==> config.mk <==
export PLATFORM = sky130hd
export DESIGN_NAME = weighted_least_connection_picker
export DESIGN_NICKNAME = d
export VERILOG_FILES = /design/src/wlc_pkg.sv /design/src/wlc_datapath.sv /design/src/wlc_ctrl.sv /design/src/weighted_least_connection_picker.sv
export SDC_FILE = /design/constraint.sdc
export NUM_CORES = 2
export LEC_CHECK = 0
export BUFFER_PORTS_ARGS = -buffer_cell sky130_fd_sc_hd__buf_2
export CAP_MARGIN = 20
export CORE_ASPECT_RATIO = 1.75
export CORE_UTILIZATION = 40
export DETAILED_ROUTE_END_ITERATION = 16
export PLACE_DENSITY_LB_ADDON = 0.1
export SLEW_MARGIN = 30
export SYNTH_ARGS = -nofsm -noshare
export SYNTH_HDL_FRONTEND = slang
export SYNTH_SLANG_ARGS = --single-unit
==> constraint.sdc <==
create_clock -name clk -period 9.8 [get_ports clk]
set_input_delay 1.96 -clock clk [delete_from_list [all_inputs] [get_ports clk]]
set_output_delay 1.96 -clock clk [all_outputs]
set_load 0.01 [all_outputs]
==> src/wlc_pkg.sv <==
// shared constants, codes and controller/datapath interface types of the picker
`timescale 1ns / 1ps

package wlc_pkg;

    // pool and field widths
    localparam int SERVER_COUNT = 8;
    localparam int SIDX_W       = 3;
    localparam int ACT_W        = 16;
    localparam int TOT_W        = 32;
    localparam int WGT_W        = 8;
    localparam int PROD_W       = ACT_W + WGT_W;
    localparam int CFG_W        = 64;
    localparam int CFG_IDX_W    = 2;
    localparam int HEALTHY_W    = 8;

    // stream packing
    localparam int IN_TDATA_W   = 8;
    localparam int PICK_LSB     = 0;
    localparam int PRIOR_LSB    = PICK_LSB + SIDX_W;
    localparam int TOTAL_LSB    = PRIOR_LSB + ACT_W;
    localparam int PACK_W       = TOTAL_LSB + TOT_W;
    localparam int OUT_TDATA_W  = ((PACK_W + 7) / 8) * 8;

    // configuration register indexes
    localparam logic [CFG_IDX_W-1:0] CFG_WEIGHTS   = 2'd0;
    localparam logic [CFG_IDX_W-1:0] CFG_LIMITS_LO = 2'd1;
    localparam logic [CFG_IDX_W-1:0] CFG_LIMITS_HI = 2'd2;
    localparam logic [CFG_IDX_W-1:0] CFG_HEALTHY   = 2'd3;

    // request kinds
    localparam logic REQ_ROUTE   = 1'b0;
    localparam logic REQ_RELEASE = 1'b1;

    // result outcome codes
    typedef enum logic [1:0] {
        OUT_ROUTED   = 2'd0,
        OUT_NONE     = 2'd1,
        OUT_RELEASED = 2'd2,
        OUT_REL_IDLE = 2'd3
    } outcome_t;

    // controller to datapath commands
    typedef struct packed {
        logic capture;
        logic mul;
        logic cmp;
        logic commit;
    } wlc_cmd_t;

    // datapath to controller status
    typedef struct packed {
        logic in_release;
        logic idx_last;
        logic out_free;
    } wlc_status_t;

endpackage

==> src/wlc_datapath.sv <==
// picker datapath: server counters, scan registers, cross-multiply compare, output register
`timescale 1ns / 1ps

module wlc_datapath
    import wlc_pkg::*;
(
    input  logic                   clk,
    input  logic                   rst_n,
    input  wlc_cmd_t               cmd,
    output wlc_status_t            status,
    input  logic [CFG_W-1:0]       weights,
    input  logic [CFG_W-1:0]       limits_lo,
    input  logic [CFG_W-1:0]       limits_hi,
    input  logic [HEALTHY_W-1:0]   healthy,
    input  logic                   in_kind,
    input  logic [SIDX_W-1:0]      in_target,
    input  logic                   out_ready,
    output logic                   out_valid,
    output logic [1:0]             out_kind,
    output logic [OUT_TDATA_W-1:0] out_data
);

    // per-server state
    logic [ACT_W-1:0]  active_reg [SERVER_COUNT];
    logic [TOT_W-1:0]  total_reg  [SERVER_COUNT];

    // item and scan registers
    logic              kind_reg;
    logic [SIDX_W-1:0] target_reg;
    logic [SIDX_W-1:0] idx_reg;
    logic              found_reg;
    logic [SIDX_W-1:0] best_reg;
    logic [ACT_W-1:0]  best_a_reg;
    logic [WGT_W-1:0]  best_w_reg;
    logic [PROD_W-1:0] lhs_reg;
    logic [PROD_W-1:0] rhs_reg;
    logic              elig_reg;
    logic [ACT_W-1:0]  cand_a_reg;
    logic [WGT_W-1:0]  cand_w_reg;

    // output register
    logic              out_valid_reg;
    outcome_t          out_kind_reg;
    logic [SIDX_W-1:0] out_pick_reg;
    logic [ACT_W-1:0]  out_prior_reg;
    logic [TOT_W-1:0]  out_total_reg;

    logic [2*CFG_W-1:0] limits_all;
    logic [SIDX_W-1:0]  rd_idx;
    logic [ACT_W-1:0]   rd_a;
    logic [WGT_W-1:0]   cur_w;
    logic [ACT_W-1:0]   cur_lim;
    logic               target_oor;
    logic [TOT_W-1:0]   best_total_inc;
    logic               take_cand;

    // one read port on the active counts: scan index, or release target
    assign rd_idx     = (kind_reg == REQ_RELEASE) ? target_reg : idx_reg;
    assign rd_a       = active_reg[rd_idx];
    assign limits_all = {limits_hi, limits_lo};
    assign cur_w      = weights[{idx_reg, 3'b000} +: WGT_W];
    assign cur_lim    = limits_all[{idx_reg, 4'b0000} +: ACT_W];
    assign target_oor = ({1'b0, target_reg} >= (SIDX_W + 1)'(SERVER_COUNT));
    assign best_total_inc = total_reg[best_reg] + TOT_W'(1);
    assign take_cand  = elig_reg && (!found_reg || (lhs_reg < rhs_reg));

    // status back to the controller
    assign status.in_release = in_kind;
    assign status.idx_last   = (idx_reg == SIDX_W'(SERVER_COUNT - 1));
    assign status.out_free   = !out_valid_reg || out_ready;

    // scan control registers
    always_ff @(posedge clk or negedge rst_n)
    begin
        if (!rst_n)
        begin
            idx_reg   <= '0;
            found_reg <= 1'b0;
        end
        else if (cmd.capture)
        begin
            idx_reg   <= '0;
            found_reg <= 1'b0;
        end
        else if (cmd.cmp)
        begin
            idx_reg <= idx_reg + SIDX_W'(1);
            if (take_cand)
            begin
                found_reg <= 1'b1;
            end
        end
    end

    // item capture, products of the candidate, best tracking
    always_ff @(posedge clk)
    begin
        if (cmd.capture)
        begin
            kind_reg   <= in_kind;
            target_reg <= in_target;
        end
        if (cmd.mul)
        begin
            lhs_reg    <= PROD_W'(rd_a) * PROD_W'(best_w_reg);
            rhs_reg    <= PROD_W'(best_a_reg) * PROD_W'(cur_w);
            elig_reg   <= healthy[idx_reg] && (cur_w != '0) && (rd_a < cur_lim);
            cand_a_reg <= rd_a;
            cand_w_reg <= cur_w;
        end
        if (cmd.cmp && take_cand)
        begin
            best_reg   <= idx_reg;
            best_a_reg <= cand_a_reg;
            best_w_reg <= cand_w_reg;
        end
    end

    // server counters, updated at most once per item at commit
    always_ff @(posedge clk or negedge rst_n)
    begin
        if (!rst_n)
        begin
            for (int i = 0; i < SERVER_COUNT; i++)
            begin
                active_reg[i] <= '0;
                total_reg[i]  <= '0;
            end
        end
        else if (cmd.commit)
        begin
            if (kind_reg == REQ_ROUTE)
            begin
                if (found_reg)
                begin
                    active_reg[best_reg] <= best_a_reg + ACT_W'(1);
                    total_reg[best_reg]  <= best_total_inc;
                end
            end
            else if (!target_oor && (rd_a != '0))
            begin
                active_reg[target_reg] <= rd_a - ACT_W'(1);
            end
        end
    end

    // output valid
    always_ff @(posedge clk or negedge rst_n)
    begin
        if (!rst_n)
        begin
            out_valid_reg <= 1'b0;
        end
        else if (cmd.commit)
        begin
            out_valid_reg <= 1'b1;
        end
        else if (out_ready)
        begin
            out_valid_reg <= 1'b0;
        end
    end

    // output payload
    always_ff @(posedge clk)
    begin
        if (cmd.commit)
        begin
            if (kind_reg == REQ_ROUTE)
            begin
                if (found_reg)
                begin
                    out_kind_reg  <= OUT_ROUTED;
                    out_pick_reg  <= best_reg;
                    out_prior_reg <= best_a_reg;
                    out_total_reg <= best_total_inc;
                end
                else
                begin
                    out_kind_reg  <= OUT_NONE;
                    out_pick_reg  <= '0;
                    out_prior_reg <= '0;
                    out_total_reg <= '0;
                end
            end
            else
            begin
                out_pick_reg  <= target_reg;
                out_total_reg <= '0;
                if (target_oor)
                begin
                    out_kind_reg  <= OUT_REL_IDLE;
                    out_prior_reg <= '0;
                end
                else
                begin
                    out_kind_reg  <= (rd_a == '0) ? OUT_REL_IDLE : OUT_RELEASED;
                    out_prior_reg <= rd_a;
                end
            end
        end
    end

    assign out_valid = out_valid_reg;
    assign out_kind  = out_kind_reg;
    assign out_data  = {(OUT_TDATA_W - PACK_W)'(0), out_total_reg, out_prior_reg, out_pick_reg};

endmodule

==> src/wlc_ctrl.sv <==
// picker controller: item accept, per-server multiply/compare sequencing, commit
`timescale 1ns / 1ps

module wlc_ctrl
    import wlc_pkg::*;
(
    input  logic        clk,
    input  logic        rst_n,
    input  logic        in_valid,
    output logic        in_ready,
    output wlc_cmd_t    cmd,
    input  wlc_status_t status
);

    typedef enum logic [3:0] {
        S_IDLE = 4'b0001,
        S_MUL  = 4'b0010,
        S_CMP  = 4'b0100,
        S_FIN  = 4'b1000
    } state_t;

    state_t state_reg;
    state_t state_next;
    logic   accept;

    assign in_ready = (state_reg == S_IDLE);
    assign accept   = in_valid && in_ready;

    // commands
    assign cmd.capture = accept;
    assign cmd.mul     = (state_reg == S_MUL);
    assign cmd.cmp     = (state_reg == S_CMP);
    assign cmd.commit  = (state_reg == S_FIN) && status.out_free;

    // next state
    always_comb
    begin
        state_next = state_reg;
        unique case (state_reg)
            S_IDLE:
            begin
                if (accept)
                begin
                    state_next = status.in_release ? S_FIN : S_MUL;
                end
            end
            S_MUL:
            begin
                state_next = S_CMP;
            end
            S_CMP:
            begin
                state_next = status.idx_last ? S_FIN : S_MUL;
            end
            S_FIN:
            begin
                if (status.out_free)
                begin
                    state_next = S_IDLE;
                end
            end
            default:
            begin
                state_next = S_IDLE;
            end
        endcase
    end

    // state register
    always_ff @(posedge clk or negedge rst_n)
    begin
        if (!rst_n)
        begin
            state_reg <= S_IDLE;
        end
        else
        begin
            state_reg <= state_next;
        end
    end

endmodule

==> src/weighted_least_connection_picker.sv <==
// top level of the weighted least-connection picker: config registers, controller, datapath
//
//  channel  dir  handshake          payload
//  s_       in   s_tvalid/s_tready  s_tuser = req_type, s_tdata = target_server
//  m_       out  m_tvalid/m_tready  m_tuser = outcome,
//                                   m_tdata = picked_server, prior_active, served_total
//  cfg_     in   cfg_we             cfg_index selects register, cfg_data is the value
//
//  route item: accept, then for each server a multiply step and a compare step
//  (multiply, then compare against the running best), then commit
//  release item: accept, then commit on one read of the active count
//  the result sits in an output register; the next item is taken while it waits,
//  commit stalls only while the output register is still full and not taken
//  reset clears all active counts and request totals and loads default config
`timescale 1ns / 1ps

module weighted_least_connection_picker
    import wlc_pkg::*;
(
    input  logic                   clk,
    input  logic                   rst_n,
    input  logic                   s_tvalid,
    output logic                   s_tready,
    input  logic [IN_TDATA_W-1:0]  s_tdata,   // [2:0] target_server
    input  logic                   s_tuser,   // [0] req_type
    output logic                   m_tvalid,
    input  logic                   m_tready,
    output logic [OUT_TDATA_W-1:0] m_tdata,   // [2:0] picked_server, [18:3] prior_active,
                                              // [50:19] served_total
    output logic [1:0]             m_tuser,   // [1:0] outcome
    input  logic                   cfg_we,
    input  logic [CFG_IDX_W-1:0]   cfg_index,
    input  logic [CFG_W-1:0]       cfg_data
);

    logic [CFG_W-1:0]     weights_reg;
    logic [CFG_W-1:0]     limits_lo_reg;
    logic [CFG_W-1:0]     limits_hi_reg;
    logic [HEALTHY_W-1:0] healthy_reg;
    wlc_cmd_t             cmd;
    wlc_status_t          status;

    // configuration registers
    always_ff @(posedge clk or negedge rst_n)
    begin
        if (!rst_n)
        begin
            weights_reg   <= 64'h0101_0101_0101_0101;
            limits_lo_reg <= '1;
            limits_hi_reg <= '1;
            healthy_reg   <= '1;
        end
        else if (cfg_we)
        begin
            unique case (cfg_index)
                CFG_WEIGHTS:   weights_reg   <= cfg_data;
                CFG_LIMITS_LO: limits_lo_reg <= cfg_data;
                CFG_LIMITS_HI: limits_hi_reg <= cfg_data;
                CFG_HEALTHY:   healthy_reg   <= cfg_data[HEALTHY_W-1:0];
            endcase
        end
    end

    // controller
    wlc_ctrl u_ctrl (
        .clk      (clk),
        .rst_n    (rst_n),
        .in_valid (s_tvalid),
        .in_ready (s_tready),
        .cmd      (cmd),
        .status   (status)
    );

    // datapath
    wlc_datapath u_datapath (
        .clk       (clk),
        .rst_n     (rst_n),
        .cmd       (cmd),
        .status    (status),
        .weights   (weights_reg),
        .limits_lo (limits_lo_reg),
        .limits_hi (limits_hi_reg),
        .healthy   (healthy_reg),
        .in_kind   (s_tuser),
        .in_target (s_tdata[SIDX_W-1:0]),
        .out_ready (m_tready),
        .out_valid (m_tvalid),
        .out_kind  (m_tuser),
        .out_data  (m_tdata)
    );

    // one item in flight: no accept in the cycle after an accept
    a_single_item: assert property (@(posedge clk) disable iff (!rst_n)
        s_tvalid && s_tready |=> !s_tready)
        else $error("input accepted while an item is still in work");

    // no eligible server gives an all-zero payload
    a_none_zero: assert property (@(posedge clk) disable iff (!rst_n)
        m_tvalid && (m_tuser == OUT_NONE) |-> (m_tdata == '0))
        else $error("no-server result carries nonzero fields");

    // releases never report a request total
    a_release_total: assert property (@(posedge clk) disable iff (!rst_n)
        m_tvalid && ((m_tuser == OUT_RELEASED) || (m_tuser == OUT_REL_IDLE))
        |-> (m_tdata[TOTAL_LSB +: TOT_W] == '0))
        else $error("release result carries a request total");

    // a release on an idle server saw a zero active count
    a_idle_prior: assert property (@(posedge clk) disable iff (!rst_n)
        m_tvalid && (m_tuser == OUT_REL_IDLE) |-> (m_tdata[PRIOR_LSB +: ACT_W] == '0))
        else $error("idle release with nonzero prior active count");

endmodule

Word level (Yosys, flattened, before mapping):

Cells that the tools add are included.

* flip-flop bits (word level): 750
* bits of input ports: 80
* output and inout port bits: 60
* word-level logic and storage cells: 139

* add/subtract/negate cells: 4
* $mul: 2
* magnitude comparators: 8
* equal/unequal tests: 11
* shift operators: 2
* muxes and demuxes: 40
* bitwise operators: 5
* reduce and logical (&&, ||, !) cells: 29

Operators with widths (count)
* two-way mux 128 bit: 3
* bitwise mux 128 bit: 2
* bitwise mux 256 bit: 1
* indexed part select 128 x 8 -> 16 bit: 1
* binary-select mux 32 bit (select 3 bit): 1
* demux 16 bit (select 3 bit): 2
* demux 32 bit (select 3 bit): 1
* two-way mux 16 bit: 6
* two-way mux 32 bit: 3
* indexed part select 64 x 7 -> 8 bit: 1
* binary-select mux 16 bit (select 3 bit): 1
* multiplier 16 x 8 -> 24 bit: 2
* adder 32 x 1 -> 32 bit (second input constant): 1
* less-than comparator 24 bit: 1
* adder 16 x 1 -> 16 bit (second input constant): 1
* zero test 16 bit: 1
* less-than comparator 16 bit: 1
* two-way mux 4 bit: 4
* one-hot mux 4 bit (4 select lines): 1
* nonzero test 16 bit: 1
* subtractor 16 x 1 -> 16 bit (second input constant): 1
* two-way mux 3 bit: 5
* >= comparator 4 bit (second input constant): 3
* inverter 3 -> 4 bit: 3
* other kinds (25): 54

Logic depth before layout (Yosys ltp):

* depth after elaboration: 9
* gate-level depth with buffers: 28
* mapped depth without buffers: 24

Cells and area by module:

From an unflattened synthesis, not the netlist that was laid out.

* cell total of the unflattened synthesis: 3814
* area, all modules: 44518.9 µm²

Modules (own cells, without submodules)
* wlc_datapath: times used 1, cells each 3365, area each 35831.9 µm², seq. area each 14448.9 µm²
* weighted_least_connection_picker: times used 1, cells each 425, area each 8426.8 µm², seq. area each 5185.0 µm²
* wlc_ctrl: times used 1, cells each 24, area each 260.2 µm², seq. area each 101.3 µm²

Worst setup path before layout:

OpenSTA, ideal clock, no wires.

* kind: register -> register
* from: reg u_ctrl.state_reg[1]
* to: reg u_datapath.cand_a_reg[0], enable pin
* setup time: 0.709 ns
* data arrival time: 7.958 ns
* data required time: 9.091 ns
* setup slack: 1.133 ns
* stages on the path, launching flop included: 2
* path buffers: 0
* clock period less this slack: 8.667 ns
* path through: dfrtp_1 -> nor4b_1

* longest elaborated chain between the ends: 1

Ends and longest elaborated chain
* from (decl): line wlc_ctrl.sv:22 `state_t state_reg;`
* from (signal assigned): line wlc_ctrl.sv:78 `state_reg <= state_next;`
* equality test 4 x 2 -> 1 bit: line wlc_ctrl.sv:31 `assign cmd.mul = (state_reg == S_MUL);`
* to (signal assigned): line wlc_datapath.sv:108 `cand_a_reg <= rd_a;`
* to (decl): line wlc_datapath.sv:38 `logic [ACT_W-1:0] cand_a_reg;`

Every way passes these cells.
A chain may end at the register's enable or synchronous reset.

Worst setup path in the final report:

* from: reg u_datapath.target_reg[0]
* to: reg u_datapath.lhs_reg[22] (data pin)

* longest elaborated chain between the ends: 6

Ends and longest elaborated chain
* from (decl): line wlc_datapath.sv:29 `logic [SIDX_W-1:0] target_reg;`
* from (signal assigned): line wlc_datapath.sv:101 `target_reg <= in_target;`
* two-way mux 3 bit: line wlc_datapath.sv:58 `assign rd_idx = (kind_reg == REQ_RELEASE) ? target_reg : idx_reg;`
* inverter 3 -> 4 bit (not written as such): line wlc_datapath.sv:59 `assign rd_a = active_reg[rd_idx];`
* binary-select mux 16 bit (select 3 bit): line wlc_datapath.sv:59
* two-way mux 16 bit (not written as such) (2 in series): line wlc_datapath.sv:59
* multiplier 16 x 8 -> 24 bit: line wlc_datapath.sv:105 `lhs_reg <= PROD_W'(rd_a) * PROD_W'(best_w_reg);`
* to (signal assigned): line wlc_datapath.sv:105
* to (decl): line wlc_datapath.sv:35 `logic [PROD_W-1:0] lhs_reg;`

Every way passes these cells. The select of a mux whose other input is x is not followed.

==> results_dict.tcl <==
set metrics [dict create \
    cts_buffers 74 \
    r2r.worst_path.cells 23 \
    postSynth.asyncResetShare 0.791 \
    die_area_um2 110000 \
    grt_max_degree 164 \
    drt_pass1_iterations 5 \
    final-max-slew-violation-count 0 \
    setup_violation_total_in_the_final_timing_report 0 \
    yosys.area_share.simple 0.123 \
    drt-wirelength-per-cell_um 24.7 \
    synth_cell_type_count 100 \
    grt_overflow_total 0 \
    synth_compound_area_frac 0.124 \
    yosys.area_share.xor_xnor 0.0185 \
    critical_path.reg2reg.startpoint "u_datapath.target_reg[0]" \
    synthFlopType "dfrtp_1" \
    ys_seq_area_frac 0.452 \
    critical_path_required_ns 10.23 \
    clockRootBuffer "clkbuf_16" \
    largest_reg_flops 256 \
    synthMuxAreaShare 0.119 \
    timing.hold.worst.start "u_datapath.cand_a_reg[6]" \
    crit_path_frequent_cell "fa_1" \
    timing.hold.worst_endpoint "u_datapath.best_a_reg[6]" \
    netlist_top_cells_area "dfrtp_1 (26%), edfxtp_1 (11%), dfstp_2 (8.7%)" \
    total_power_mw 13.8 \
    internal-power_mw 8.32 \
    vias 31200 \
    synth_top_cell_area_share 0.257 \
    class_of_the_most_critical_hold_timing_path "flip-flop to flip-flop" \
    place.gp.congestion 0.937 \
    fin_nets 4422 \
    total_negative_setup_slacks_ns 0 \
    irDropWorstVdd_mv 0.227 \
    io_buffer_count 129 \
    finalWirelength_mm 137 \
    grt_antenna_before_repair 10 \
    crit_path_cell_trace "mux2i_4, buf_4, a21oi_1, o21ai_1, o21a_1, nand2_1, fa_1, fa_1, inv_1, fa_1, inv_1, fa_1, inv_1, ha_1, nor2b_1, a311o_1, o31ai_1, buf_4, o31ai_1, o41ai_1, o21ai_0, o41ai_1, xnor2_1" \
    yosysMostFrequentCell "nand2_1" \
    sw_ratio 0.395 \
    cts.htree.levels 3 \
    drc_errors 0 \
    grt_setup_unrepaired "false" \
    tritoncts "built" \
    synth_top_cell_by_area "dfrtp_1" \
    r2r_slack_ns 1.91 \
    endpoint_kind "flip-flop" \
    detailedPlacementHpwl_mm 95.2 \
    crit_path_top_delay_cell "mux2i_4" \
    combPwrFrac 0.471 \
    synth_area_per_cell_um2 11.0 \
    via_per_instance_ratio 5.62 \
    row_count 159 \
    max_clock_freq_ghz 0.127 \
    final-hold-violation-count 0 \
    ant_nets 0 \
    rr_endpoint "u_datapath.lhs_reg[22]" \
    synthesis.yosys.warnings 0 \
    latest_clock_arrival_within_the_worst_skew_pair_ns 0.69 \
    final_area_um2 48400 \
    grt_pass1_vias 32700 \
    drtIter0Drc 2017 \
    crit_arrival_ns 8.32 \
    floorplan.die.height_um 439 \
    cts.sink_count 750 \
    mappedNetlistArea_um2 43600 \
    worstHoldPathCells 0 \
    final_min_period_over_clock_period 0.805 \
    die_span_x_um 252 \
    ctsLongestPathBuffers 3 \
    ctsResizeCount 0 \
    synth_enable_flop_cells 157 \
    fraction_of_layout_instances_using_a_drive_strength_above_1 0.210 \
    area_growth_pct 11.0 \
    coreArea_um2 108000 \
    layout.core_utilization 0.450 \
    grt_overall_usage 0.253 \
    synth-adder-area-share 0.115 \
    total_switching_power_mw 5.44 \
    finalCriticalPeriod_ns 7.89 \
    post_cts_buffers 0 \
    run_status "finished, final reports clean" \
    critical_path.max_stage_delay_ns 0.83 \
    postSynthCellCount 3974 \
    dpl_cell_area_um2 45800 \
    share_clk_of_total_power 0.222 \
    ys_ff_latch 750 \
    category_of_the_critical_setup_timing_path "flip-flop to flip-flop" \
    critical_path_peak_fanout 16 \
    floorplan.initialDensity 0.405 \
    power.sequential.fraction 0.307 \
    ios 140 \
    timing.max_cap.violations 0 \
    timing.max_slew.rel_slack 0.281 \
    synth.cells.most_frequent "nand2_1 (548), dfrtp_1 (448), o21ai_0 (325)" \
    setup.worst_path.start_class "flip-flop" \
    global_route_wire_length_before_repair_mm 209 \
    pwr_per_cell_area_nw_per_um2 284 \
    post_cts_hold_buffer_count 0 \
    p_leak_nw 20.4 \
    cts.reportedPaths.clkPinSlew_ns 0.06 \
    timing_worst_slew_pin_value_ns 1.08 \
    clock-skew-final_ns 0.0312 \
    synth_top_family_by_area "compound AO/OA/AOI/OAI gates" \
]
[worst max path at each step]
stage / startpoint / to / slack, ns / depth (start not counted)
floorplan: u_ctrl.state_reg[1] / u_datapath.cand_a_reg[0] / 1.13 / 1
CTS: u_datapath.idx_reg[0] / u_datapath.rhs_reg[23] / 1.90 / 19
finish: u_datapath.target_reg[0] / u_datapath.lhs_reg[22] / 1.91 / 23
detailed placement: u_datapath.idx_reg[0] / u_datapath.rhs_reg[23] / 1.93 / 19
global route: u_datapath.idx_reg[0] / u_datapath.rhs_reg[23] / 1.56 / 21
global placement: u_datapath.target_reg[0] / u_datapath.lhs_reg[22] / 1.88 / 23
[cells in the final DEF, fill, tap and decap left out, drive strengths merged, types with 10 or more instances in the layout]
master / count
o21a: 14
edfxtp: 157
nand2b: 25
o22ai: 53
nor2: 141
nand3: 73
or3: 10
nor2b: 86
buf: 225
o211ai: 29
fa: 168
a221oi: 10
o2bb2ai: 49
mux4: 86
nor3: 35
mux2i: 72
clkinv: 34
o21ai: 348
ha: 131
inv: 250
a21o: 20
a22o: 52
and3: 17
and2: 124
o31ai: 15
o221ai: 21
a21oi: 93
mux2: 224
nand4: 16
dfrtp: 448
dfstp: 145
nand3b: 13
nand2: 548
clkbuf: 95
xnor2: 55
a22oi: 76
xor2: 33
[per-stage QoR]
stage	setup WS [ns]	hold slack (ns)	cells
3_5_place_dp	1.93	0.405	5415
3_3_place_gp	1.88	0.400	5415
5_1_grt	1.56	0.422	5555
2_1_floorplan	1.13	0.400	3978
6_report	1.91	0.419	5555
4_1_cts	1.90	0.420	5552
[power by group through the flow]
stage	clock network [mW]	logic, mW	registers [mW]
global placement	0	6.46	4.27
finish	3.05	6.48	4.22
detailed placement	0	6.52	4.27
floorplan	0	4.73	4.16
CTS	3.13	6.56	4.22
global route	3.22	7.27	4.27
[final cells by class]
| cell class | count | area [µm²] |
|---|---|---|
| antenna | 2 | 5.00 |
| sequential | 750 | 19700 |
| inverter | 252 | 946 |
| fill | 10200 | 59200 |
| clock inverter | 42 | 522 |
| timing repair buffer | 225 | 1440 |
| multi-input combinational | 2740 | 22000 |
| tap | 1449 | 1810 |
| clock buffer | 95 | 2010 |
[routing by layer]
metal / vias up / track usage / wire length [µm]
met5: - / 0 / 77
met4: 12 / 0.142 / 7860
met3: 336 / 0.0323 / 5530
met2: 866 / 0.452 / 71100
met1: 15900 / 0.289 / 52800
li1: 14100 / - / -
[kinds of logic (layout without fill, tap and decap cells)]
family / Yosys count / in the layout
muxes: 382 / 382
and+or+nand+nor: 1126 / 1126
DFF: 750 / 750
adders and majority gates: 299 / 299
AOI/OAI and AO/OA: 840 / 840
xor gates and xnor gates: 88 / 88
buffers and inverters: 488 / 614
other: 1 / 7
[worst max-delay path, delay by kind of cell (launching register included)]
| kind | cells | cell delay (ns) |
|---|---|---|
| AO/OA/AOI/OAI | 9 | 2.74 |
| adder cells (fa/ha/maj) | 5 | 2.32 |
| multiplexers | 1 | 0.83 |
| flip-flops | 1 | 0.73 |
| buffers and inverters | 5 | 0.62 |
| AND/OR/NAND/NOR | 2 | 0.30 |
| XOR/XNOR | 1 | 0.10 |
(Power assumes the default switching activity.)
